[config.mk]
export PLATFORM = sky130hd
export DESIGN_NAME = rrg_ram
export DESIGN_NICKNAME = d
export VERILOG_FILES = /design/src/hdl/rrg_ram.sv
export SDC_FILE = /design/constraint.sdc
export NUM_CORES = 1
export LEC_CHECK = 0
export BUFFER_PORTS_ARGS = -buffer_cell sky130_fd_sc_hd__clkbuf_2
export CELL_PAD_IN_SITES_DETAIL_PLACEMENT = 0
export CELL_PAD_IN_SITES_GLOBAL_PLACEMENT = 1
export CORE_MARGIN = 3
export CORE_UTILIZATION = 55
export DETAILED_ROUTE_END_ITERATION = 8
export PLACE_DENSITY_LB_ADDON = 0.1
export SETUP_SLACK_MARGIN = 0.3
export SLEW_MARGIN = 5
export SYNTH_ARGS = -nofsm -noshare
export SYNTH_HDL_FRONTEND = slang
export SYNTH_SLANG_ARGS = --single-unit
[constraint.sdc]
create_clock -name aclk -period 2.3 [get_ports aclk]
set_input_delay 0.115 -clock aclk [delete_from_list [all_inputs] [get_ports aclk]]
set_output_delay 0.115 -clock aclk [all_outputs]
set_load 0.005 [all_outputs]
[src/hdl/rrg_ram.sv]
module rrg_ram #(
    parameter int WIDTH = 8,
    parameter int DEPTH = 16,
    localparam int ADDR_W = $clog2(DEPTH)
) (
    input  logic              aclk,
    input  logic              we,
    input  logic [ADDR_W-1:0] addr,
    input  logic [WIDTH-1:0]  wdata,
    output logic [WIDTH-1:0]  rdata
);

    logic [WIDTH-1:0] mem [DEPTH];
    logic [WIDTH-1:0] rdata_reg;

    always_ff @(posedge aclk) begin
        if (we) begin
            mem[addr] <= wdata;
        end
        rdata_reg <= mem[addr];
    end

    assign rdata = rdata_reg;

endmodule

After elaboration in Yosys (flattened, before gate mapping)
Memory sizes are Yosys's and may differ from the RTL's. A register that Yosys moved wholly into a read port is not among the register bits.
Index checks and enable logic that the tools add are counted.
Word-level totals
  register bits: 0
  memory bits (writable): 128
  bits of input ports: 14
  output and inout bits: 8
  word-level logic and storage cells: 3
  memories: 1
Cells by class
  muxes and demuxes: 2
Memories
  mem: depth 16, bits a word 8, read ports 1, clocked after Yosys merged registers in 1, write ports 1, RTL line 13  | logic [WIDTH-1:0] mem [DEPTH];
Operators with widths (count)
  1-bit two-way mux: 2

Logic depth before layout (Yosys ltp)
  depth in word-level cells: 2
  gate-level depth with buffers: 5
  depth with buffers taken out: 3

Worst setup path after synthesis
Ideal clock, no wire load.
  path type: input -> register
  start point: in addr[2]
  end point: mem mem[0][0] (enable)
  library setup time: 0.383 ns
  arrival time: 1.225 ns
  data required time: 1.917 ns
  setup slack: 0.692 ns
  stages on the path: 2
  path buffers: 0
  path through: or3b_2 nor3_1
RTL lines
  start, declared: RTL line 8  | input logic [ADDR_W-1:0] addr,
  end, declared: RTL line 13
Straight into the memory's write port.

==> results.md <==
* Detailed-router iteration count before antenna repair at 4
* Worst hold path type: input pin to flop
* Critical path endpoint category: flop
* Width of the chip at 102 um
* # resized after CTS at 0
* Final non-filler cell total at slightly above 400
* Clock power frac at 0.454
* Fmax achieved at 748 MHz
* Final Critical Period at 1.34 ns
* Clock Sinks at 136
* Clk root buf: clkbuf_8
* CTS tree: yes
* DP Cell Count at 372
* All-Layer GR Usage at 0.193
* Worst Setup Start Kind: flop
* Clock Path Buffers at 2
* Clock Skew at 0.0129 ns
* Die area at 10,400 sq um
* Sw power at 1120 uW
* Post-route clock period utilization at 0.581
* Final core occ at 0.680
* IO Count at 22
* Share of cells above drive strength 1 at 0.365
* Port bufs at 21
* Leakage power at 0.00203 uW
* Max Cap Violations at 0
* Hold_buf cts at 0
* Slowest CP cell: mux4_2
* Yosys top cell by area: edfxtp_1
* Syn Std Cell Area at 5070 sq um
* Worst path buffer plus inverter count at 0
* Antenna violations before repair at 0
* H-tree Lvls at 4
* Register area share after synthesis at 0.790
* Net Sw Frac at 0.201
* Pre-CTS setup slack at 0.668 ns
* Vias per inst at 5.72
* Yosys top cell area share at 0.759
* Worst vdd ir at 0.785 mV
* Worst-Margin Slew at 0.690 ns
* Multi-input combinational cell area at 1000 sq um
* Sequential Power Share at 0.501
* Drt wl/cell at around 22 um
* Design area at 6020 sq um
* Mean Syn Cell Area at 22.0 sq um
* CP Class: flop to flop
* Hold Vio Cnt, Final at 0
* Worst-Skew Late Latency at 0.50 ns
* Final WS setup at around 0.96 ns
* Vias in the first global route at 2,510
* Dominant cells by area after synthesis: edfxtp_1, mux4_2, dfxtp_1
* Max Fanout on Critical Path at 1
* Area Overhead vs Synth at 18.7%
* FF/Latch Area at around 4000 sq um
* GRT overflow at 0
* Via Count at 2,311
* Initial core utilization at 0.573
* CTS buffer count at 17
* Antenna diode count at 0
* Max-slew violations at 0
* Mapped Cells at 230
* Arr. time, crit path at around 1.7 ns
* CTS clock-pin slew for the worst setup and hold paths at about 0.06 ns
* Yosys cell types at 18
* Flops & latches, synth at 136
* Comb pwr share at 0.045
* Post-CTS setup buffers at 0
* Top Family by Delay on Critical Path: multiplexers
* Hpwl dp at 5680 um
* Drc violations at 0
* # fillers at 570
* Post-DRT Antenna Nets at 0
* Setup TNS at 0 ns
* Max-slew headroom at 0.539
* Largest net degree at the start of global routing at 40
* Gpl congestion at 0.733
* Status: finished clean
* Die height at around 100 um
* CP peak stage delay at 0.47 ns
* Worst path cell trace: mux4_2, a22oi_1, nand2_1
* Fin nets at slightly below 300
* Net Count, Synth at 244
* Global-route wire length before repair at 14,100 um
* WP data required at 2.69 ns
* Max reg flops at 128
* Total internal power at 4450 uW
* Pwr Density at a little over 900 nW/um^2
* Routed WL at between 8000 and 9000 um
* Unrepaired setup endpoints after global routing: false
* Starting DRC count in detailed routing at 147
* Yosys Warn Count at 0
* Setup violations, final at 0
* Core area at 8850 sq um
* Row count at 34
* Area post-placement at 5450 sq um
-- per-stage QoR --
step / hold WS [ns] / power [uW]
global route: 0.0511 / 5760
CTS: 0.0142 / 5630
detailed placement: 0.487 / 3090
floorplan: 0.214 / 2980
global placement: 0.488 / 3090
finish: 0.0449 / 5570
-- cell usage after synthesis (all sizes together) --
master	instances
nor2b	2
nand2	9
and2	1
nand3b	2
clkbuf	3
a22oi	16
dfxtp	8
nand3	1
nor3	4
mux4	32
or3b	1
buf	8
edfxtp	128
nor2	13
nand2b	2
-- routing by layer --
layer,GRT usage,vias up,routed length [um]
li1,-,1064,-
met1,0.269,1192,4100
met2,0.303,49,4500
met3,0.0519,6,326
met4,0.0605,0,57
met5,0,-,0
-- final timing paths --
path,from,end,slack (ns),cells after the start
worst max-delay path,mem[2][7],rdata[7],0.96,3
worst min register to register,mem[14][7],rdata[7],0.68,3
worst min-delay path,wdata[3],mem[5][3],0.04,1
worst max register to register,mem[2][7],rdata[7],0.96,3
-- final cells by class --
cell class | instances | share of cell area
Clock inverter | 12 | 0.0214
Timing Repair Buffer | 45 | 0.0516
Tap cell | 108 | 0.0225
Sequential cell | 136 | 0.665
Multi-Input combinational cell | 83 | 0.167
Clock buffer | 20 | 0.0724
-- kinds of logic (layout without fill, tap and decap cells) --
kind of cell | Yosys count | after routing | synth area share
simple gates | 35 | 35 | 0.0321
mux | 32 | 32 | 0.142
flops | 136 | 136 | 0.790
compound gates | 16 | 16 | 0.0237
buf+inv | 11 | 77 | 0.0119
-- power by group through the flow --
stage	Clock (uW)	Sequential (uW)	Combinational [uW]
2_1_floorplan	0	2840	143
3_3_place_gp	0	2840	254
3_5_place_dp	0	2840	256
4_1_cts	2580	2790	258
5_1_grt	2700	2790	277
6_report	2530	2790	253
-- worst register-to-register path, stage by stage, from the launching register on --
cell and delay [ns]:
edfxtp_1 0.37, mux4_2 0.47, a22oi_1 0.30, nand2_1 0.08
-- layout by cell type (no fill, tap or decap), types with 2 or more instances in the layout --
cell type	netlist	layout
nand2b_1	2	2
nor2b_1	2	2
a22oi_1	16	16
mux4_2	32	32
nor3_1	4	4
nor2_1	13	13
clkbuf_2	1	21
dfxtp_1	8	8
buf_12	0	2
clkinvlp_4	0	3
nand3b_1	2	2
clkinv_2	0	4
clkbuf_8	0	2
clkinv_4	0	3
clkbuf_16	0	16
bufinv_16	0	2
buf_4	0	22
edfxtp_1	128	128
nand2_1	9	9
clkbuf_1	2	2
Note: power is estimated with default switching activity, not from simulation.
