<file path="src/hdl/rrg_pkg.sv">
package rrg_pkg;

    localparam int DEF_MAX_VERTICES = 64;
    localparam int DEF_MAX_DEGREE   = 8;

    localparam int RAND_W      = 31;
    localparam int QUERY_W     = 6;
    localparam int COUNT_W     = 7;
    localparam int DEG_TGT_W   = 4;
    localparam int DEGREE_W    = 4;
    localparam int POOL_LEFT_W = 10;

    localparam int S_TDATA_W  = 80;
    localparam int S_TUSER_W  = 2;
    localparam int M_TDATA_W  = 24;
    localparam int CFG_ADDR_W = 1;
    localparam int CFG_DATA_W = 7;

    localparam logic [DEGREE_W-1:0]  DEGREE_CAP        = 4'd15;
    localparam logic [COUNT_W-1:0]   VERTEX_COUNT_RST  = 7'd4;
    localparam logic [DEG_TGT_W-1:0] DEGREE_TARGET_RST = 4'd2;

    typedef enum logic [1:0] {
        ACT_CLEAR = 2'd0,
        ACT_TRY   = 2'd1,
        ACT_READ  = 2'd2,
        ACT_NOP   = 2'd3
    } action_t;

    typedef enum logic [CFG_ADDR_W-1:0] {
        CFG_VERTEX_COUNT  = 1'b0,
        CFG_DEGREE_TARGET = 1'b1
    } cfg_index_t;

    typedef struct packed {
        logic busy;
        logic done;
    } div_status_t;

endpackage

</file>
<file path="src/hdl/rrg_divider.sv">
module rrg_divider #(
    parameter int NUM_W = 31,
    parameter int DEN_W = 10
) (
    input  logic                 aclk,
    input  logic                 aresetn,
    input  logic                 start,
    input  logic [NUM_W-1:0]     dividend,
    input  logic [DEN_W-1:0]     divisor,
    output rrg_pkg::div_status_t status,
    output logic [NUM_W-1:0]     quotient,
    output logic [DEN_W-1:0]     remainder
);
    import rrg_pkg::*;

    localparam int STEP_W = $clog2(NUM_W + 1);

    logic [NUM_W-1:0]  quo_reg, quo_next;
    logic [DEN_W-1:0]  rem_reg, rem_next;
    logic [DEN_W-1:0]  den_reg, den_next;
    logic [STEP_W-1:0] step_reg, step_next;
    logic              busy_reg, busy_next;
    logic              done_reg, done_next;
    logic [DEN_W:0]    trial;

    // restoring division, one quotient bit per cycle
    always_comb begin
        trial     = {rem_reg, quo_reg[NUM_W-1]};
        quo_next  = quo_reg;
        rem_next  = rem_reg;
        den_next  = den_reg;
        step_next = step_reg;
        busy_next = busy_reg;
        done_next = 1'b0;
        if (start && !busy_reg) begin
            quo_next  = dividend;
            rem_next  = '0;
            den_next  = divisor;
            step_next = STEP_W'(NUM_W);
            busy_next = 1'b1;
        end else if (busy_reg) begin
            if (trial >= {1'b0, den_reg}) begin
                rem_next = DEN_W'(trial - {1'b0, den_reg});
                quo_next = {quo_reg[NUM_W-2:0], 1'b1};
            end else begin
                rem_next = trial[DEN_W-1:0];
                quo_next = {quo_reg[NUM_W-2:0], 1'b0};
            end
            step_next = step_reg - 1'b1;
            if (step_reg == STEP_W'(1)) begin
                busy_next = 1'b0;
                done_next = 1'b1;
            end
        end
    end

    always_ff @(posedge aclk) begin
        if (!aresetn) begin
            busy_reg <= 1'b0;
            done_reg <= 1'b0;
            step_reg <= '0;
        end else begin
            busy_reg <= busy_next;
            done_reg <= done_next;
            step_reg <= step_next;
        end
    end

    always_ff @(posedge aclk) begin
        quo_reg <= quo_next;
        rem_reg <= rem_next;
        den_reg <= den_next;
    end

    assign status.busy = busy_reg;
    assign status.done = done_reg;
    assign quotient    = quo_reg;
    assign remainder   = rem_reg;

endmodule
</file>
<file path="config.mk">
export PLATFORM = sky130hd
export DESIGN_NAME = rrg_divider
export DESIGN_NICKNAME = d
export VERILOG_FILES = /design/src/hdl/rrg_pkg.sv /design/src/hdl/rrg_divider.sv
export SDC_FILE = /design/constraint.sdc
export NUM_CORES = 1
export LEC_CHECK = 0
export ABC_AREA = 0
export BUFFER_PORTS_ARGS = -buffer_cell sky130_fd_sc_hd__buf_2
export CORE_MARGIN = 2
export CORE_UTILIZATION = 55
export CTS_CLUSTER_SIZE = 20
export DETAILED_ROUTE_END_ITERATION = 8
export PLACE_DENSITY = 0.95
export SKIP_LAST_GASP = 1
export SLEW_MARGIN = 20
export SYNTH_ARGS = -nofsm -noshare
export SYNTH_HDL_FRONTEND = slang
export SYNTH_SLANG_ARGS = --single-unit
</file>
<file path="constraint.sdc">
create_clock -name aclk -period 4.03 [get_ports aclk]
set_input_delay 0.2015 -clock aclk [delete_from_list [all_inputs] [get_ports aclk]]
set_output_delay 0.2015 -clock aclk [all_outputs]
set_load 0.005 [all_outputs]
</file>
# Word-level counts from Yosys, hierarchy flattened
# Index checks and enable logic that the tools add are counted.
[totals]
register_bits = 58
in_bits = 44
output_inout_bits = 43
[classes]
mux = 10
add_sub_neg = 2
magnitude_cmp = 1
n_eq_ne = 1
bitwise = 2
reduce_logical = 4
[ops]
columns = ["cell", "n"]
rows = [
  ["$mux 31", 2],
  ["$ge 11x10->1", 1],
  ["$mux 10", 1],
  ["$mux 5", 2],
  ["$sub 10x10->10", 1],
  ["$eq 5x1->1 const B", 1],
  ["$mux 1", 5],
  ["$sub 5x1->5 const B", 1],
  ["$reduce_or 3->1", 1],
  ["$not 1->1", 2],
  ["$reduce_bool 2->1", 1],
  ["$logic_and 1x1->1", 1],
  ["$logic_not 1->1", 1],
]

# Logic depth before layout (Yosys ltp)
[logic_depth]
word_depth = 4
mapped_depth = 10
mapped_depth_nobuf = 10

# Worst setup path after synthesis
# OpenSTA, ideal clock, no wires.
[synth_timing]
path_kind = "flip-flop to flip-flop"
from = "reg quo_reg[30], in the netlist quotient[30]"
to = "reg rem_reg[6], in the netlist remainder[6]"
path_stages_with_launch = 10
t_arrival_ns = 1.916
required_time_ns = 3.904
setup_slack_ns = 1.988
synth_period_minus_slack_ns = 2.042
path_cell_list = "edfxtp_1 > inv_1 > ha_1 > inv_1 > fa_1 > a211oi_1 > o21bai_1 > a21oi_1 > xor2_1 > o221ai_2"
[synth_via]
elab_chain_len = 2
elab_cells_between_ends = 3
[synth_rtl]
columns = ["item", "line", "rtl"]
rows = [
  ["from (decl)", "rrg_divider.sv:18", "logic [NUM_W-1:0] quo_reg, quo_next;"],
  ["from (signal assigned)", "rrg_divider.sv:70", "quo_reg <= quo_next;"],
  ["$sub 10x10->10 or $ge 11x10->1 (tied branches)", "rrg_divider.sv:43, rrg_divider.sv:42", ""],
  ["$mux 10 *", "rrg_divider.sv:42", "if (trial >= {1'b0, den_reg}) begin"],
  ["to (signal assigned)", "rrg_divider.sv:71", "rem_reg <= rem_next;"],
  ["to (decl)", "rrg_divider.sv:19", "logic [DEN_W-1:0] rem_reg, rem_next;"],
]
# Mark *: on every way between the ends. The rest lies on a longest branch, timed or not.
# A chain may end at the register's enable or synchronous reset.

# Worst setup path in the final report
[layout_timing]
from = "reg rem_reg[0], in the netlist remainder[0]"
to = "reg rem_reg[9], in the netlist remainder[9]"
[layout_via]
elab_chain_len = 2
elab_cells_between_ends = 3
[layout_rtl]
columns = ["item", "line"]
rows = [
  ["$sub 10x10->10 or $ge 11x10->1 (tied branches)", "rrg_divider.sv:43, rrg_divider.sv:42"],
  ["$mux 10 *", "rrg_divider.sv:42"],
]
# Marked as above.

==> reports/results.ini <==
[timing]
finalHoldViolCount=0
holdWs_ps=48.1
finClkSkew_ps=5.11
fmax_mhz=408
fin_crit_sh_pct=60.8
slew_headroom_pct=57.3
finalSetupViolCount=0
slew_viol_final=0
tightest_slew_ps=638
grt_setup_unrepaired=no
tns_ps=0
period_minus_slack_ps=2450

[finish]
drive_gt1_share_pct=46.0
area_delta_synth_final_pct=24.0
fillers=348
final_nets=376
fin_area_um2=3650
largest_register_ffs=31
diodes=0

[run_status]
status=finished clean

[global_routing]
grt_pass1_wl_um=10700
antenna_found_initial=0
grt_overflow=0
gr-usage-all-layers_pct=23.5
grt_start_max_net_pins=42
grt_pass1_vias=2204

[yosys]
synthCells=232
ys.flop_type=edfxtp_1
synth_cell_types=45
ys_ff_latch=58
async_flop_share_pct=0
syn_area_um2=2940
syn_area_per_cell_um2=12.7
synth_nets=289
ys_seq_area_share_pct=53.4
ys_warn_count=0
synth_edf_count=41

[cts]
clk_pin_slew_worst_paths_ps=70
cts_resized=0
clock_path_buffers=2
post-cts-setup-buffers=0
cts_root_buffer=clkbuf_8
clk_latency_ps=330
cts_sinks=58
cts_tree=yes
holdBufCountCts=0
cts_buffers=9
h-tree-depth=3

[placed_design]
place_area_um2=3410
gp_congestion=0.873
dp_hpwl_um=4890
io_buffers=86

[floorplan]
floorplan.initialDensity_pct=57.2
core_um2=5140
io_pins=87
num_rows=26
fp.dieW_um=77.1
die-area_um2=5950
die_h_um=77.1

[detailed_routing]
drc=0
drtIter0Drc=153
drtAntennaViolNets=0
wl_per_cell_um=17.2
drt_first_pass_iters=4
dr_total_vias=2194
routed_wl_um=6790
vias_per_cell=5.57

[job]
cap_violations=0

[pwr]
p_total_mw=2.27
vdd_drop_max_mv=0.379
p_per_area_nw_per_um2=623
p_leak_nw=1.58

[setup_path]
crit_type=flip-flop to flip-flop
arrival_ps=2690
reg2reg_slack_ps=1580
cp-end-kind=flip-flop
r2r-end=remainder[9]$_SDFFE_PP0P_
reg2regPathDepth=7
cp_data_required_time_ps=4280
cp-start-kind=flip-flop
crit_fanout=18
rr_startpoint=remainder[0]$_SDFFE_PP0P_

[min_path]
holdCritStartpoint=divisor[9]
whs_endpoint=den_reg[9]$_DFFE_PP_
min_path_cells=1
hp-class=primary input to flip-flop

-- per-layer routing --
metal | routed length, um | track usage [%]
met2 | 3390 | 38.9
met4 | 108 | 9.29
met1 | 2820 | 29.3
met5 | 0 | 0
met3 | 474 | 6.12
-- final cells by class --
type / instances / area (um2) / share of cell area (%)
Sequential cell: 58 / 1570 / 43.1
Inverter: 16 / 60.1 / 1.65
Timing Repair Buffer: 89 / 473 / 13.0
Clock buffer: 9 / 124 / 3.40
Tap cell: 70 / 87.6 / 2.40
Clock inverter: 7 / 83.8 / 2.30
Multi-Input combinational cell: 145 / 1250 / 34.2
-- per-stage QoR --
step	instances	setup slack (ps)	utilization [%]
final	394	1580	71.0
after global routing	394	1490	71.0
after CTS	393	1610	70.4
after detailed placement	377	1660	66.4
after global placement	377	1770	66.4
after floorplan	232	1990	-
-- where the power goes --
part | internal (mW) | leakage (nW) | switching [mW] | total [mW]
registers | 0.769 | 0.548 | 0.104 | 0.873
clock network | 0.341 | 0.103 | 0.229 | 0.570
logic | 0.372 | 0.931 | 0.457 | 0.829
-- synth_stat cells (all sizes together) (2+ instances only) --
cell | instances | area [um2]
o31ai | 3 | 22.5
nor2 | 5 | 18.8
xnor2 | 6 | 52.6
nand3 | 7 | 50.1
a2111oi | 2 | 37.5
xor2 | 4 | 35.0
nor2b | 3 | 18.8
nand2 | 21 | 78.8
edfxtp | 41 | 1230
nor3 | 4 | 20.0
o211ai | 5 | 62.6
inv | 16 | 60.1
o21bai | 3 | 22.5
a21o | 3 | 22.5
mux2 | 31 | 349
o21ai | 5 | 36.3
clkbuf | 6 | 22.5
ha | 12 | 150
a211oi | 3 | 22.5
o32ai | 2 | 17.5
buf | 7 | 46.3
dfxtp | 17 | 340
a21oi | 6 | 30.0
a31oi | 2 | 12.5
o221ai | 3 | 45.0
-- kinds of logic after synthesis --
kind of cell    after synthesis  synth area share [%]
simple gates                 47                  8.04
fa+ha+maj                    13                  5.78
buf+inv                      29                  4.38
compound gates               43                  13.2
flops                        58                  53.4
xor+xnor                     10                  2.98
mux                          32                  12.2
-- worst max-delay path by stage --
stage          depth (start not counted)                         to  slack, ps                 startpoint
2_1_floorplan                          9  remainder[6]$_SDFFE_PP0P_       1990     quotient[30]$_DFFE_PP_
4_1_cts                                8  remainder[9]$_SDFFE_PP0P_       1610       den_reg[1]$_DFFE_PP_
6_report                               7  remainder[9]$_SDFFE_PP0P_       1580  remainder[0]$_SDFFE_PP0P_
3_3_place_gp                           4     quotient[14]$_DFFE_PP_       1770        busy_reg$_SDFF_PN0_
3_5_place_dp                           8  remainder[9]$_SDFFE_PP0P_       1660       den_reg[1]$_DFFE_PP_
5_1_grt                                7  remainder[9]$_SDFFE_PP0P_       1490  remainder[0]$_SDFFE_PP0P_
-- critical path: stages, from the launching register on --
cell and delay (ps):
dfxtp_1 370, ha_1 330, nor2b_1 260, o31a_2 200, o221ai_2 140, o21ai_4 540
nand2_1 290, o221ai_2 230
-- cell usage in the layout, fill, tap and decap left out, types with 2 or more instances in the layout --
| master | n |
|---|---|
| o211ai_2 | 5 |
| inv_1 | 16 |
| a21oi_1 | 6 |
| o21bai_1 | 3 |
| o31ai_1 | 3 |
| a21o_1 | 3 |
| bufinv_16 | 2 |
| dfxtp_1 | 17 |
| nand2_1 | 21 |
| o221ai_2 | 3 |
| nor2_1 | 5 |
| xor2_1 | 4 |
| nor3_1 | 4 |
| buf_2 | 86 |
| xnor2_1 | 6 |
| clkinv_1 | 4 |
| edfxtp_1 | 41 |
| o32ai_1 | 2 |
| mux2_2 | 31 |
| o21ai_0 | 4 |
| clkbuf_8 | 9 |
| ha_1 | 12 |
| a211oi_1 | 3 |
| nor2b_1 | 2 |
| a31oi_1 | 2 |
| buf_4 | 2 |
| nand3_2 | 3 |
| nand3_1 | 4 |
(Power assumes the default switching activity.)
